**src/hdl/xfr_pkg.sv**
```systemverilog
// ----------------------------------------------------------------------------
// xfr_pkg
// Types and constants shared by the framed-byte receiver modules.
// ----------------------------------------------------------------------------
package xfr_pkg;

	// Configuration register indexes
	localparam logic [1:0] REG_HEADER_FIRST    = 2'd0;
	localparam logic [1:0] REG_HEADER_SECOND   = 2'd1;
	localparam logic [1:0] REG_KNOWN_MSG_ID    = 2'd2;
	localparam logic [1:0] REG_MAX_PAYLOAD_LEN = 2'd3;

	// Frame layout: two header bytes and the length byte come first
	localparam logic [7:0] IDX_HEADER_FIRST  = 8'd0;
	localparam logic [7:0] IDX_HEADER_SECOND = 8'd1;
	localparam logic [7:0] IDX_LENGTH        = 8'd2;
	localparam logic [7:0] IDX_MSG_ID        = 8'd3;
	localparam logic [7:0] IDX_ARG           = 8'd4;
	localparam logic [7:0] COUNT_MAX         = 8'hFF;
	localparam logic [8:0] CKSUM_OFFSET      = 9'd3;
	localparam logic [8:0] FRAME_OVERHEAD    = 9'd4;
	localparam logic [7:0] MIN_BYTES         = 8'd3;
	localparam logic [7:0] RESET_MAX_LEN     = 8'd64;

	typedef enum logic [2:0] {
		ST_OK        = 3'd0,
		ST_SHORT     = 3'd1,
		ST_HEADER    = 3'd2,
		ST_TOO_LONG  = 3'd3,
		ST_TRUNCATED = 3'd4,
		ST_CHECKSUM  = 3'd5,
		ST_UNKNOWN   = 3'd6
	} status_t;

	typedef struct packed {
		logic [7:0] header_first;
		logic [7:0] header_second;
		logic [7:0] known_msg_id;
		logic [7:0] max_payload_len;
	} cfg_t;

	typedef struct packed {
		status_t    status;
		logic [7:0] msg_id;
		logic [7:0] arg_byte;
		logic [7:0] payload_len;
	} result_t;

endpackage

```
**src/hdl/xor_frame_receiver.sv**
```systemverilog
// ----------------------------------------------------------------------------
// xor_frame_receiver
// Checks framed serial bytes (header, length, payload, XOR checksum) and
// reports one status result per burst.
// ----------------------------------------------------------------------------
// One byte is taken per clock cycle while in_stall is low; each byte updates
// the burst counters and running XOR; the byte flagged end_of_burst places a
// result in the output buffer on the next edge (on the outputs right away when
// the output register is free, else in the skid entry behind it). A two-entry
// output buffer lets bytes keep flowing while a result waits; in_stall rises
// only when both entries hold unread results. Configuration registers are
// written through the cfg channel, which is always ready, and should be
// changed only while no burst is in progress and no result is pending.
module xor_frame_receiver (
	input  logic       clk,
	input  logic       arst_n,
	input  logic       in_valid,
	output logic       in_stall,
	input  logic [7:0] rx_byte,
	input  logic       end_of_burst,
	output logic       out_valid,
	input  logic       out_stall,
	output logic [2:0] status,
	output logic [7:0] msg_id,
	output logic [7:0] arg_byte,
	output logic [7:0] payload_len,
	input  logic       cfg_valid,
	output logic       cfg_ready,
	input  logic [1:0] cfg_index,
	input  logic [7:0] cfg_data
);

	xfr_pkg::cfg_t    cfg_q;
	xfr_pkg::result_t res;
	xfr_pkg::result_t out_data;
	logic             res_valid;
	logic             buf_full;
	logic             in_xfer;

	assign cfg_ready = 1'b1;
	assign in_stall  = buf_full;
	assign in_xfer   = in_valid & ~in_stall;

	// Configuration register writes
	always_ff @(posedge clk or negedge arst_n) begin
		if (!arst_n) begin
			cfg_q.header_first    <= '0;
			cfg_q.header_second   <= '0;
			cfg_q.known_msg_id    <= '0;
			cfg_q.max_payload_len <= xfr_pkg::RESET_MAX_LEN;
		end else if (cfg_valid && cfg_ready) begin
			unique case (cfg_index)
				xfr_pkg::REG_HEADER_FIRST:    cfg_q.header_first    <= cfg_data;
				xfr_pkg::REG_HEADER_SECOND:   cfg_q.header_second   <= cfg_data;
				xfr_pkg::REG_KNOWN_MSG_ID:    cfg_q.known_msg_id    <= cfg_data;
				xfr_pkg::REG_MAX_PAYLOAD_LEN: cfg_q.max_payload_len <= cfg_data;
				default: ;
			endcase
		end
	end

	xfr_parser u_parser (
		.clk          (clk),
		.arst_n       (arst_n),
		.byte_valid   (in_xfer),
		.rx_byte      (rx_byte),
		.end_of_burst (end_of_burst),
		.cfg          (cfg_q),
		.res_valid    (res_valid),
		.res          (res)
	);

	xfr_out_buf u_out_buf (
		.clk       (clk),
		.arst_n    (arst_n),
		.push      (res_valid),
		.push_data (res),
		.full      (buf_full),
		.out_valid (out_valid),
		.out_stall (out_stall),
		.out_data  (out_data)
	);

	assign status      = out_data.status;
	assign msg_id      = out_data.msg_id;
	assign arg_byte    = out_data.arg_byte;
	assign payload_len = out_data.payload_len;

	// A last-byte transfer always leaves a result waiting
	a_result_follows: assert property (@(posedge clk) disable iff (!arst_n)
		in_xfer && end_of_burst |=> out_valid)
		else $error("no result after end of burst");

	// Input only backs up when a result is pending
	a_stall_needs_result: assert property (@(posedge clk) disable iff (!arst_n)
		in_stall |-> out_valid)
		else $error("input stalled with empty output");

	// Reported status stays within the defined codes
	a_status_range: assert property (@(posedge clk) disable iff (!arst_n)
		out_valid |-> status != 3'd7)
		else $error("undefined status code");

endmodule

```
**src/hdl/xfr_parser.sv**
```systemverilog
// ----------------------------------------------------------------------------
// xfr_parser
// Burst state registers; updates them on each byte and builds the status
// result on the last byte of a burst.
// ----------------------------------------------------------------------------
module xfr_parser (
	input  logic             clk,
	input  logic             arst_n,
	input  logic             byte_valid,
	input  logic [7:0]       rx_byte,
	input  logic             end_of_burst,
	input  xfr_pkg::cfg_t    cfg,
	output logic             res_valid,
	output xfr_pkg::result_t res
);

	logic [7:0] byte_count_q, byte_count_d;
	logic [1:0] header_ok_q, header_ok_d;
	logic [7:0] frame_len_q, frame_len_d;
	logic [7:0] running_xor_q, running_xor_d;
	logic [7:0] id_byte_q, id_byte_d;
	logic [7:0] second_byte_q, second_byte_d;
	logic       sum_matched_q, sum_matched_d;
	logic [8:0] ck_idx;
	logic [8:0] idx_ext;
	logic [8:0] need_cnt;

	assign ck_idx  = {1'b0, frame_len_q} + xfr_pkg::CKSUM_OFFSET;
	assign idx_ext = {1'b0, byte_count_q};

	// Advance the burst state by one byte
	always_comb begin
		byte_count_d  = byte_count_q;
		header_ok_d   = header_ok_q;
		frame_len_d   = frame_len_q;
		running_xor_d = running_xor_q;
		id_byte_d     = id_byte_q;
		second_byte_d = second_byte_q;
		sum_matched_d = sum_matched_q;
		if (byte_count_q != xfr_pkg::COUNT_MAX) begin
			if (byte_count_q == xfr_pkg::IDX_HEADER_FIRST) begin
				if (rx_byte == cfg.header_first) header_ok_d[0] = 1'b1;
			end else if (byte_count_q == xfr_pkg::IDX_HEADER_SECOND) begin
				if (rx_byte == cfg.header_second) header_ok_d[1] = 1'b1;
			end else if (byte_count_q == xfr_pkg::IDX_LENGTH) begin
				frame_len_d   = rx_byte;
				running_xor_d = rx_byte;
			end else begin
				if (byte_count_q == xfr_pkg::IDX_MSG_ID) id_byte_d = rx_byte;
				if (byte_count_q == xfr_pkg::IDX_ARG) second_byte_d = rx_byte;
				if (idx_ext < ck_idx) begin
					running_xor_d = running_xor_q ^ rx_byte;
				end else if (idx_ext == ck_idx) begin
					sum_matched_d = (rx_byte == running_xor_q);
				end
			end
			byte_count_d = byte_count_q + 8'd1;
		end
	end

	assign need_cnt = {1'b0, frame_len_d} + xfr_pkg::FRAME_OVERHEAD;

	// Check the finished frame in priority order
	always_comb begin
		priority if (byte_count_d < xfr_pkg::MIN_BYTES)       res.status = xfr_pkg::ST_SHORT;
		else if (header_ok_d != 2'b11)                        res.status = xfr_pkg::ST_HEADER;
		else if (frame_len_d > cfg.max_payload_len)           res.status = xfr_pkg::ST_TOO_LONG;
		else if ({1'b0, byte_count_d} < need_cnt)             res.status = xfr_pkg::ST_TRUNCATED;
		else if (!sum_matched_d)                              res.status = xfr_pkg::ST_CHECKSUM;
		else if (id_byte_d != cfg.known_msg_id)               res.status = xfr_pkg::ST_UNKNOWN;
		else                                                  res.status = xfr_pkg::ST_OK;
		res.msg_id      = id_byte_d;
		res.arg_byte    = (frame_len_d >= 8'd2) ? second_byte_d : 8'd0;
		res.payload_len = frame_len_d;
	end

	assign res_valid = byte_valid & end_of_burst;

	// Hold burst state; clear it after the last byte
	always_ff @(posedge clk or negedge arst_n) begin
		if (!arst_n) begin
			byte_count_q  <= '0;
			header_ok_q   <= '0;
			frame_len_q   <= '0;
			running_xor_q <= '0;
			id_byte_q     <= '0;
			second_byte_q <= '0;
			sum_matched_q <= 1'b0;
		end else if (byte_valid) begin
			if (end_of_burst) begin
				byte_count_q  <= '0;
				header_ok_q   <= '0;
				frame_len_q   <= '0;
				running_xor_q <= '0;
				id_byte_q     <= '0;
				second_byte_q <= '0;
				sum_matched_q <= 1'b0;
			end else begin
				byte_count_q  <= byte_count_d;
				header_ok_q   <= header_ok_d;
				frame_len_q   <= frame_len_d;
				running_xor_q <= running_xor_d;
				id_byte_q     <= id_byte_d;
				second_byte_q <= second_byte_d;
				sum_matched_q <= sum_matched_d;
			end
		end
	end

endmodule

```
**src/hdl/xfr_out_buf.sv**
```systemverilog
// ----------------------------------------------------------------------------
// xfr_out_buf
// Output register with a skid stage, so a result can wait while new bytes
// keep arriving.
// ----------------------------------------------------------------------------
module xfr_out_buf (
	input  logic             clk,
	input  logic             arst_n,
	input  logic             push,
	input  xfr_pkg::result_t push_data,
	output logic             full,
	output logic             out_valid,
	input  logic             out_stall,
	output xfr_pkg::result_t out_data
);

	logic             out_valid_q;
	logic             skid_valid_q;
	xfr_pkg::result_t out_data_q;
	xfr_pkg::result_t skid_data_q;
	logic             pop;

	assign pop       = out_valid_q & ~out_stall;
	assign full      = skid_valid_q;
	assign out_valid = out_valid_q;
	assign out_data  = out_data_q;

	// Control: drain the skid first, else load or park the new result
	always_ff @(posedge clk or negedge arst_n) begin
		if (!arst_n) begin
			out_valid_q  <= 1'b0;
			skid_valid_q <= 1'b0;
		end else if (skid_valid_q) begin
			if (pop) skid_valid_q <= 1'b0;
		end else if (push) begin
			if (out_valid_q && !pop) skid_valid_q <= 1'b1;
			else out_valid_q <= 1'b1;
		end else if (pop) begin
			out_valid_q <= 1'b0;
		end
	end

	// Payload
	always_ff @(posedge clk) begin
		if (skid_valid_q) begin
			if (pop) out_data_q <= skid_data_q;
		end else if (push) begin
			if (out_valid_q && !pop) skid_data_q <= push_data;
			else out_data_q <= push_data;
		end
	end

endmodule
```
**config.mk**
```make
export PLATFORM = sky130hd
export DESIGN_NAME = xor_frame_receiver
export DESIGN_NICKNAME = d
export VERILOG_FILES = /design/src/hdl/xfr_pkg.sv /design/src/hdl/xor_frame_receiver.sv /design/src/hdl/xfr_parser.sv /design/src/hdl/xfr_out_buf.sv
export SDC_FILE = /design/constraint.sdc
export NUM_CORES = 1
export LEC_CHECK = 0
export ABC_AREA = 1
export BUFFER_PORTS_ARGS = -buffer_cell sky130_fd_sc_hd__buf_2
export CAP_MARGIN = 15
export CORE_MARGIN = 3
export CORE_UTILIZATION = 49
export DETAILED_ROUTE_END_ITERATION = 8
export PLACE_DENSITY_LB_ADDON = 0.15
export SLEW_MARGIN = 40
export SYNTH_ARGS = -nofsm -noshare
export SYNTH_HDL_FRONTEND = slang
export SYNTH_SLANG_ARGS = --single-unit
```
**constraint.sdc**
```tcl
create_clock -name clk -period 5.07 [get_ports clk]
set_clock_uncertainty 0.15 [all_clocks]
set_input_delay 1.2675 -clock clk [delete_from_list [all_inputs] [get_ports clk]]
set_output_delay 1.2675 -clock clk [all_outputs]
set_load 0.005 [all_outputs]
```
==> results of run 1 <==
==> state kept, by name (all words and copies together) (netlist names), 8 cells and up <==
register / count
u_parser.second_byte_q: 8
u_parser.frame_len_q: 8
u_parser.id_byte_q: 8
u_parser.byte_count_q: 8
cfg_q: 32
u_parser.running_xor_q: 8
u_out_buf.skid_data_q: 27
u_out_buf.out_data: 27
==> logic make-up (layout without fill, tap and decap cells) <==
| group | Yosys count | count (layout) | synth area share, % |
|---|---|---|---|
| other | 1 | 1 | 0.05365 |
| AOI/OAI and AO/OA | 147 | 147 | 11.67 |
| adders and majority gates | 31 | 31 | 5.550 |
| and+or+nand+nor | 321 | 321 | 20.09 |
| xor gates and xnor gates | 38 | 38 | 4.762 |
| buffers and inverters | 129 | 189 | 7.089 |
| DFF | 131 | 131 | 50.79 |
==> worst reg2reg max path, stage by stage (launching register included) <==
cell	delay, ns
dfrtp_1	0.42
inv_1	0.13
ha_1	0.24
nand2_2	0.09
nor2_4	0.06
nor2_8	0.18
nand3_4	0.19
o21ai_0	0.58
ha_1	0.29
xor2_1	0.15
ha_1	0.27
inv_1	0.09
nor3_1	0.06
a211oi_1	0.17
nand2_1	0.09
nand2_1	0.06
nand2_1	0.05
nand2_1	0.06
nand2_1	0.07
nand3_1	0.08
nand2_1	0.05
nand2_1	0.05
nand2_1	0.06
nand2_1	0.06
nand2_1	0.05
==> layout by cell type, fill, tap and decap left out, types with 3 or more instances in the layout <==
master / n
nand2_2: 4
o21ai_2: 4
dfrtp_1: 76
xnor2_1: 16
o21ai_0: 92
ha_1: 31
a21oi_1: 21
clkbuf_16: 17
inv_2: 3
clkinv_2: 3
edfxtp_1: 54
nor2_2: 12
nand4_1: 11
nor2_1: 24
clkinvlp_4: 3
o211ai_1: 8
nor4_1: 3
inv_1: 94
nor2_4: 3
clkinv_4: 3
buf_2: 51
nand2_1: 210
xor2_1: 22
nor3_1: 12
nand3_1: 37
o22ai_1: 15
buf_4: 6
==> power groups by stage <==
| stage | Sequential [W] | Clock (W) | Combinational (W) |
|---|---|---|---|
| CTS | 0.00147 | 0.00117 | 0.00134 |
| floorplan | 0.00148 | 0 | 0.000943 |
| global placement | 0.00148 | 0 | 0.00130 |
| finish | 0.00147 | 0.00115 | 0.00134 |
| global route | 0.00149 | 0.00121 | 0.00152 |
| detailed placement | 0.00149 | 0 | 0.00133 |
==> cell type report <==
class                      count  area (sq um)  area share, %
sequential                   131          3550          44.56
multi-input combinational    538          2953          37.07
clock buffer                  20         446.7          5.607
inverter                      99         371.6          4.665
timing repair buffer          58         311.5          3.911
tap                          180         225.2          2.827
clock inverter                12         108.9          1.366
==> per-layer routing <==
metal,vias up,global-route usage (%)
met5,-,0
met4,0,9.247
met3,41,4.314
met2,173,33.92
met1,2519,31.65
li1,2728,-
==> through the flow <==
| stage | total power [W] | util [%] | hold WS (ns) |
|---|---|---|---|
| after global routing | 0.004219 | 57.17 | 0.3595 |
| final | 0.003954 | 57.17 | 0.3387 |
| after detailed placement | 0.002817 | 53.18 | 0.3254 |
| after CTS | 0.003974 | 57.17 | 0.3406 |
| after floorplan | 0.002422 | - | 0.2979 |
| after global placement | 0.002780 | 53.14 | 0.3150 |
==> worst max path at each step <==
| stage | from | cells after the start | slack [ns] | end |
|---|---|---|---|---|
| 6_report | u_parser.byte_count_q[0]$_DFFE_PN0P_ | 24 | 1.07 | u_out_buf.out_data[24]$_DFFE_PP_ |
| 3_3_place_gp | rx_byte[3] | 20 | 1.10 | u_out_buf.out_data[24]$_DFFE_PP_ |
| 4_1_cts | u_parser.byte_count_q[0]$_DFFE_PN0P_ | 24 | 1.16 | u_out_buf.out_data[24]$_DFFE_PP_ |
| 3_5_place_dp | rx_byte[3] | 20 | 0.96 | u_out_buf.out_data[24]$_DFFE_PP_ |
| 2_1_floorplan | end_of_burst | 7 | 1.07 | u_out_buf.out_data[0]$_DFFE_PP_ |
| 5_1_grt | u_parser.byte_count_q[0]$_DFFE_PN0P_ | 24 | 0.69 | u_out_buf.out_data[24]$_DFFE_PP_ |
==> out/qor.yml, run 1 <==
setup_path:
  critPathTopFamily: "simple AND/OR/NAND/NOR gates"
  cpMaxStageDelayCell: "o21ai_0"
  r2r_setup_slack_ns: 1.07
  path_common_cell: "nand2_1"
  cp_num_buf_inv: 2
  cp-start-kind: "register"
  r2r-end: "u_out_buf.out_data[24]$_DFFE_PP_"
  r2r_cells: 24
  path_cells: "inv_1, ha_1, nand2_2, nor2_4, nor2_8, nand3_4, o21ai_0, ha_1, xor2_1, ha_1, inv_1, nor3_1, a211oi_1, nand2_1, nand2_1, nand2_1, nand2_1, nand2_1, nand3_1, nand2_1, nand2_1, nand2_1, nand2_1, nand2_1"
  arrival_ns: 4.03
  cp.required_ns: 5.10
  timing.rr.start: "u_parser.byte_count_q[0]$_DFFE_PN0P_"
  cp_max_fo: 12
  max_stage_delay_ns: 0.58
  worstSetupEndpointType: "register"
  path_class: "reg2reg"
power_and_ir_drop:
  pwr-share-seq_pct: 37.1
  power_density_nw_per_um2: 496.4
  vdd_ir_drop_max_mv: 0.2980
  clock_power_share_pct: 29.0
  swShare_pct: 37.14
  switchingPower_w: 0.001469
  comb_power_share_pct: 33.9
  p_leak_nw: 3.629
  p_int_w: 0.002486
clocking:
  clk_latency_ns: 0.42
  hold_buffers: 0
  cts.sinks: 131
  htreeDepth: 4
  clk_pin_slew_ns: 0.06
  root_buffer: "clkbuf_16"
  post_cts_resized: 0
  cts_buffers: 17
  cts_buffer_depth: 2
  postCtsSetupBuffers: 0
  cts_tree: "yes"
placed_design:
  placed_cell_area_sq_um: 7411
  io_buffers: 52
  place_congestion: 0.8850
  dp_hpwl_mm: 12.23
  pre_cts_slack_ns: 0.9640
  dp.cells: 1006
synth:
  synthMostInstantiatedCell: "nand2_1"
  syn-num-nets: 853
  syn_area_per_cell_sq_um: 8.758
  async_flop_share_pct: 58.78
  synth_common_cells: "210 x nand2_1, 94 x inv_1, 92 x o21ai_0, 76 x dfrtp_1, 54 x edfxtp_1"
  synth_seq_cells: 131
  ys_types: 37
  yosysTopAreaCellShare_pct: 27.21
  synth-edff-count: 54
  syn_inst: 798
  synth_area_leader_cell: "dfrtp_1"
  netlist_top_cells_area: "dfrtp_1 27%, edfxtp_1 23%, nand2_1 11%, o21ai_0 6.6%, ha_1 5.5%"
  yosysSeqAreaShare_pct: 50.79
  synth-main-ff-cell: "dfrtp_1"
  synth_area_sq_um: 6989
  ys_warn_count: 0
route:
  drt-initial-drc-count: 373
  wl_mm: 17.03
  via_count: 5461
  dr.pass1.iters: 5
  drcViolationCount: 0
  routed-wl-met2_mm: 7.602
  final_antenna_net_count: 0
  via_per_inst: 5.261
  maxUsedRoutingLayer: "met4"
  post_drt_wl_per_cell_um: 16.41
  drt-met1-wl_mm: 8.002
  met3_length_um: 892
layout:
  antenna_cells: 0
  final_cells: 1038
  design_area_sq_um: 7966
  drive_gt1_share_pct: 14.10
  fill_cells: 1255
  finalNetCount: 900
  syn2layout_area_growth_pct: 13.98
timing:
  final_max_slew_viol_count: 0
  setup_violations: 0
  finalCritPeriodShare_pct: 78.91
  rsz0062_at_grt: "no"
  fin_crit_ns: 4.000
  fmax_mhz: 250.0
  layout_setup_ws_ns: 1.070
  setup_tns_ns: 0
  relSlewSlack_pct: 51.08
  report.final.hold_viol_count: 0
  worstMarginPinSlew_ns: 0.7321
die:
  rows: 43
  ioPinCount: 54
  core_sq_um: 13930
  start_util_pct: 50.16
  die_y_um: 125.4
  die_x_um: 125.4
  die_area_sq_um: 15730
worst_hold_path:
  min_to: "u_parser.second_byte_q[0]$_DFFE_PN0P_"
  hold_start: "u_parser.second_byte_q[0]$_DFFE_PN0P_"
  hold_class: "reg2reg"
  min_path_cells: 2
outcome:
  status: "finished clean"
global_route:
  grt_overflow: 0
  antenna_found_initial: 0
  grt_pass1_wl_mm: 27.56
  grt_start_max_net_pins: 78
  grt_pass1_vias: 5178
  grt_use_total_pct: 22.35
flow_run:
  maxCapViolations: 0
No activity file was read; power rests on OpenSTA's default activity.
==> run 2, diff against run 1 <==
- ABC_AREA: 1 -> 0
- clock period: 5.07 -> 3.9 ns (I/O delays scaled with it)
==> run 2 against run 1 <==
Against the previous run:
- final area rose by 4.4%
- global-route usage is 1.2 points higher
- critical endpoint is now u_out_buf.out_data[26]$_DFFE_PP_
- flip-flop and latch count unchanged
- synthesized cell count fell by 21%
- critical path type unchanged
==> out/qor.yml, run 2 <==
global_route:
  grt_start_max_net_pins: 78
  antenna_found_initial: 0
  grt_use_total_pct: 23.50
  grt_pass1_wl_mm: 29.06
  grt_overflow: 0
  grt_pass1_vias: 5330
layout:
  seqCellArea_sq_um: 3551
  antenna_cells: 0
  largest_reg_flops: 32
  fill_cells: 1197
  design_area_sq_um: 8313
  multi_input_area_sq_um: 3385
  drive_gt1_share_pct: 25.74
  final_common_cell: "dfrtp_1"
  finalNetCount: 753
  syn2layout_area_growth_pct: 16.15
  largest-register: "cfg_q"
  final_cells: 891
  mostFrequentLayoutCells: "75 x dfrtp_1, 62 x mux2_2, 54 x edfxtp_1"
timing:
  worstMarginPinSlew_ns: 0.7147
  fin_crit_ns: 3.696
  fmax_mhz: 270.6
  setup_tns_ns: 0
  final_max_slew_viol_count: 0
  holdWs_ns: 0.3445
  finalCritPeriodShare_pct: 94.77
  relSlewSlack_pct: 52.35
  report.final.hold_viol_count: 0
  setup_violations: 0
power_and_ir_drop:
  comb_power_share_pct: 33.2
  power_w: 0.005302
  vdd_ir_drop_max_mv: 0.3863
  swShare_pct: 33.25
  clock_power_share_pct: 29.9
  p_leak_nw: 3.596
  power_density_nw_per_um2: 637.9
  pwr-share-seq_pct: 36.9
  p_int_w: 0.003540
  switchingPower_w: 0.001763
route:
  drcViolationCount: 0
  via_per_inst: 5.845
  wl_mm: 18.13
  final_antenna_net_count: 0
  dr.pass1.iters: 5
  via_count: 5208
  post_drt_wl_per_cell_um: 20.35
  drt-initial-drc-count: 422
clocking:
  cts_buffer_depth: 2
  clk_latency_ns: 0.42
  htreeDepth: 4
  clk_pin_slew_ns: 0.06
  cts.sinks: 131
  root_buffer: "clkbuf_16"
  cts_tree: "yes"
  cts_buffers: 17
  postCtsSetupBuffers: 0
placed_design:
  io_buffers: 52
  dp.cells: 859
  placed_cell_area_sq_um: 7715
  place_congestion: 0.9281
  dp_hpwl_mm: 12.93
setup_path:
  cp-start-kind: "register"
  cp_max_fo: 6
  cp.required_ns: 3.92
  worstSetupEndpointType: "register"
  arrival_ns: 3.72
  path_class: "reg2reg"
worst_hold_path:
  hold_class: "reg2reg"
die:
  ioPinCount: 54
  die_y_um: 126.9
  rows: 43
  start_util_pct: 50.77
  die_x_um: 126.9
  die_area_sq_um: 16090
  core_sq_um: 14100
synth:
  synth_area_leader_cell: "dfrtp_1"
  synth_seq_cells: 131
  synth-edff-count: 54
  yosysTopAreaCellShare_pct: 26.57
  synth_area_sq_um: 7157
  ys_types: 64
  syn_area_per_cell_sq_um: 11.31
  async_flop_share_pct: 58.78
  synth-main-ff-cell: "dfrtp_1"
  netlist_top_cells_area: "dfrtp_1 27%, edfxtp_1 23%, mux2_2 9.8%, ha_1 5.4%, xnor2_1 3.4%"
  synthMostInstantiatedCell: "dfrtp_1"
  yosysSeqAreaShare_pct: 49.60
  syn_inst: 633
  syn-num-nets: 688
  ys_warn_count: 0
  synth_common_cells: "76 x dfrtp_1, 62 x mux2_2, 54 x edfxtp_1, 53 x nand2_1, 34 x nor2_1"
flow_run:
  maxCapViolations: 0
outcome:
  status: "finished clean"
[run 2: kinds of logic after synthesis]
kind of cell | count (synthesis) | share of synthesized area (%)
fa+ha+maj | 31 | 5.420
other cells | 1 | 0.05240
mux | 84 | 12.83
simple gates | 171 | 12.29
compound gates | 110 | 10.94
xor+xnor | 45 | 5.507
buf+inv | 60 | 3.357
flops | 131 | 49.60
[run 2: final timing paths]
check,startpoint,to,slack [ns],cells after the start
worst min-delay path,u_parser.id_byte_q[4]$_DFFE_PN0P_,u_parser.id_byte_q[4]$_DFFE_PN0P_,0.34,2
max in group asynchronous,arst_n,u_parser.byte_count_q[1]$_DFFE_PN0P_,2.65,1
worst max-delay path,u_parser.byte_count_q[0]$_DFFE_PN0P_,u_out_buf.out_data[26]$_DFFE_PP_,0.20,14
min in group asynchronous,arst_n,cfg_q[28]$_DFFE_PN0P_,0.44,1
worst max register to register,u_parser.byte_count_q[0]$_DFFE_PN0P_,u_out_buf.out_data[26]$_DFFE_PP_,0.20,14
worst min register to register,u_parser.id_byte_q[4]$_DFFE_PN0P_,u_parser.id_byte_q[4]$_DFFE_PN0P_,0.34,2
[run 2: power by group through the flow]
stage	Clock (W)	Sequential [W]	Combinational, W
floorplan	0	0.00195	0.00117
global placement	0	0.00196	0.00172
detailed placement	0	0.00198	0.00175
CTS	0.00160	0.00196	0.00176
global route	0.00167	0.00200	0.00197
finish	0.00158	0.00196	0.00176
[run 2: timing repair]
| action | in CTS | in global routing |
|---|---|---|
| hold buffers | 0 | 0 |
| setup endpoints to repair | 0 | 6 |
| gates resized for setup | 0 | 4 |
[run 2: stage by stage]
step                setup slack (ns)  utilization, %
floorplan                     0.1575               -
finish                        0.2039           58.97
global route                -0.01908           58.97
detailed placement            0.1235           54.73
global placement              0.2706           54.70
CTS                           0.1130           58.89
[run 2: area by class of cell]
class,count,area share (%)
clock buffer,21,5.418
multi-input combinational,442,40.71
tap,180,2.709
timing repair buffer,78,5.554
sequential,131,42.72
inverter,28,1.264
clock inverter,11,1.626
[run 2: metal layers]
| layer | track usage [%] | up-vias | share of wire [%] |
|---|---|---|---|
| li1 | - | 2452 | - |
| met1 | 32.83 | 2556 | 47 |
| met2 | 36.49 | 166 | 46 |
| met3 | 5.811 | 34 | 5.5 |
| met4 | 7.066 | 0 | 2.1 |
| met5 | 0 | - | 0 |
[run 2: worst max-delay path, cell delays in order, from the launching register on]
cell      delay, ns
dfrtp_1        0.41
inv_1          0.14
ha_1           0.18
nor4b_2        0.28
nand3_2        0.16
mux2_2         0.38
ha_1           0.25
xnor2_1        0.14
ha_1           0.28
o21ai_0        0.08
o21ai_0        0.20
o211ai_1       0.14
a31oi_2        0.24
nand3b_1       0.14
a32o_1         0.27
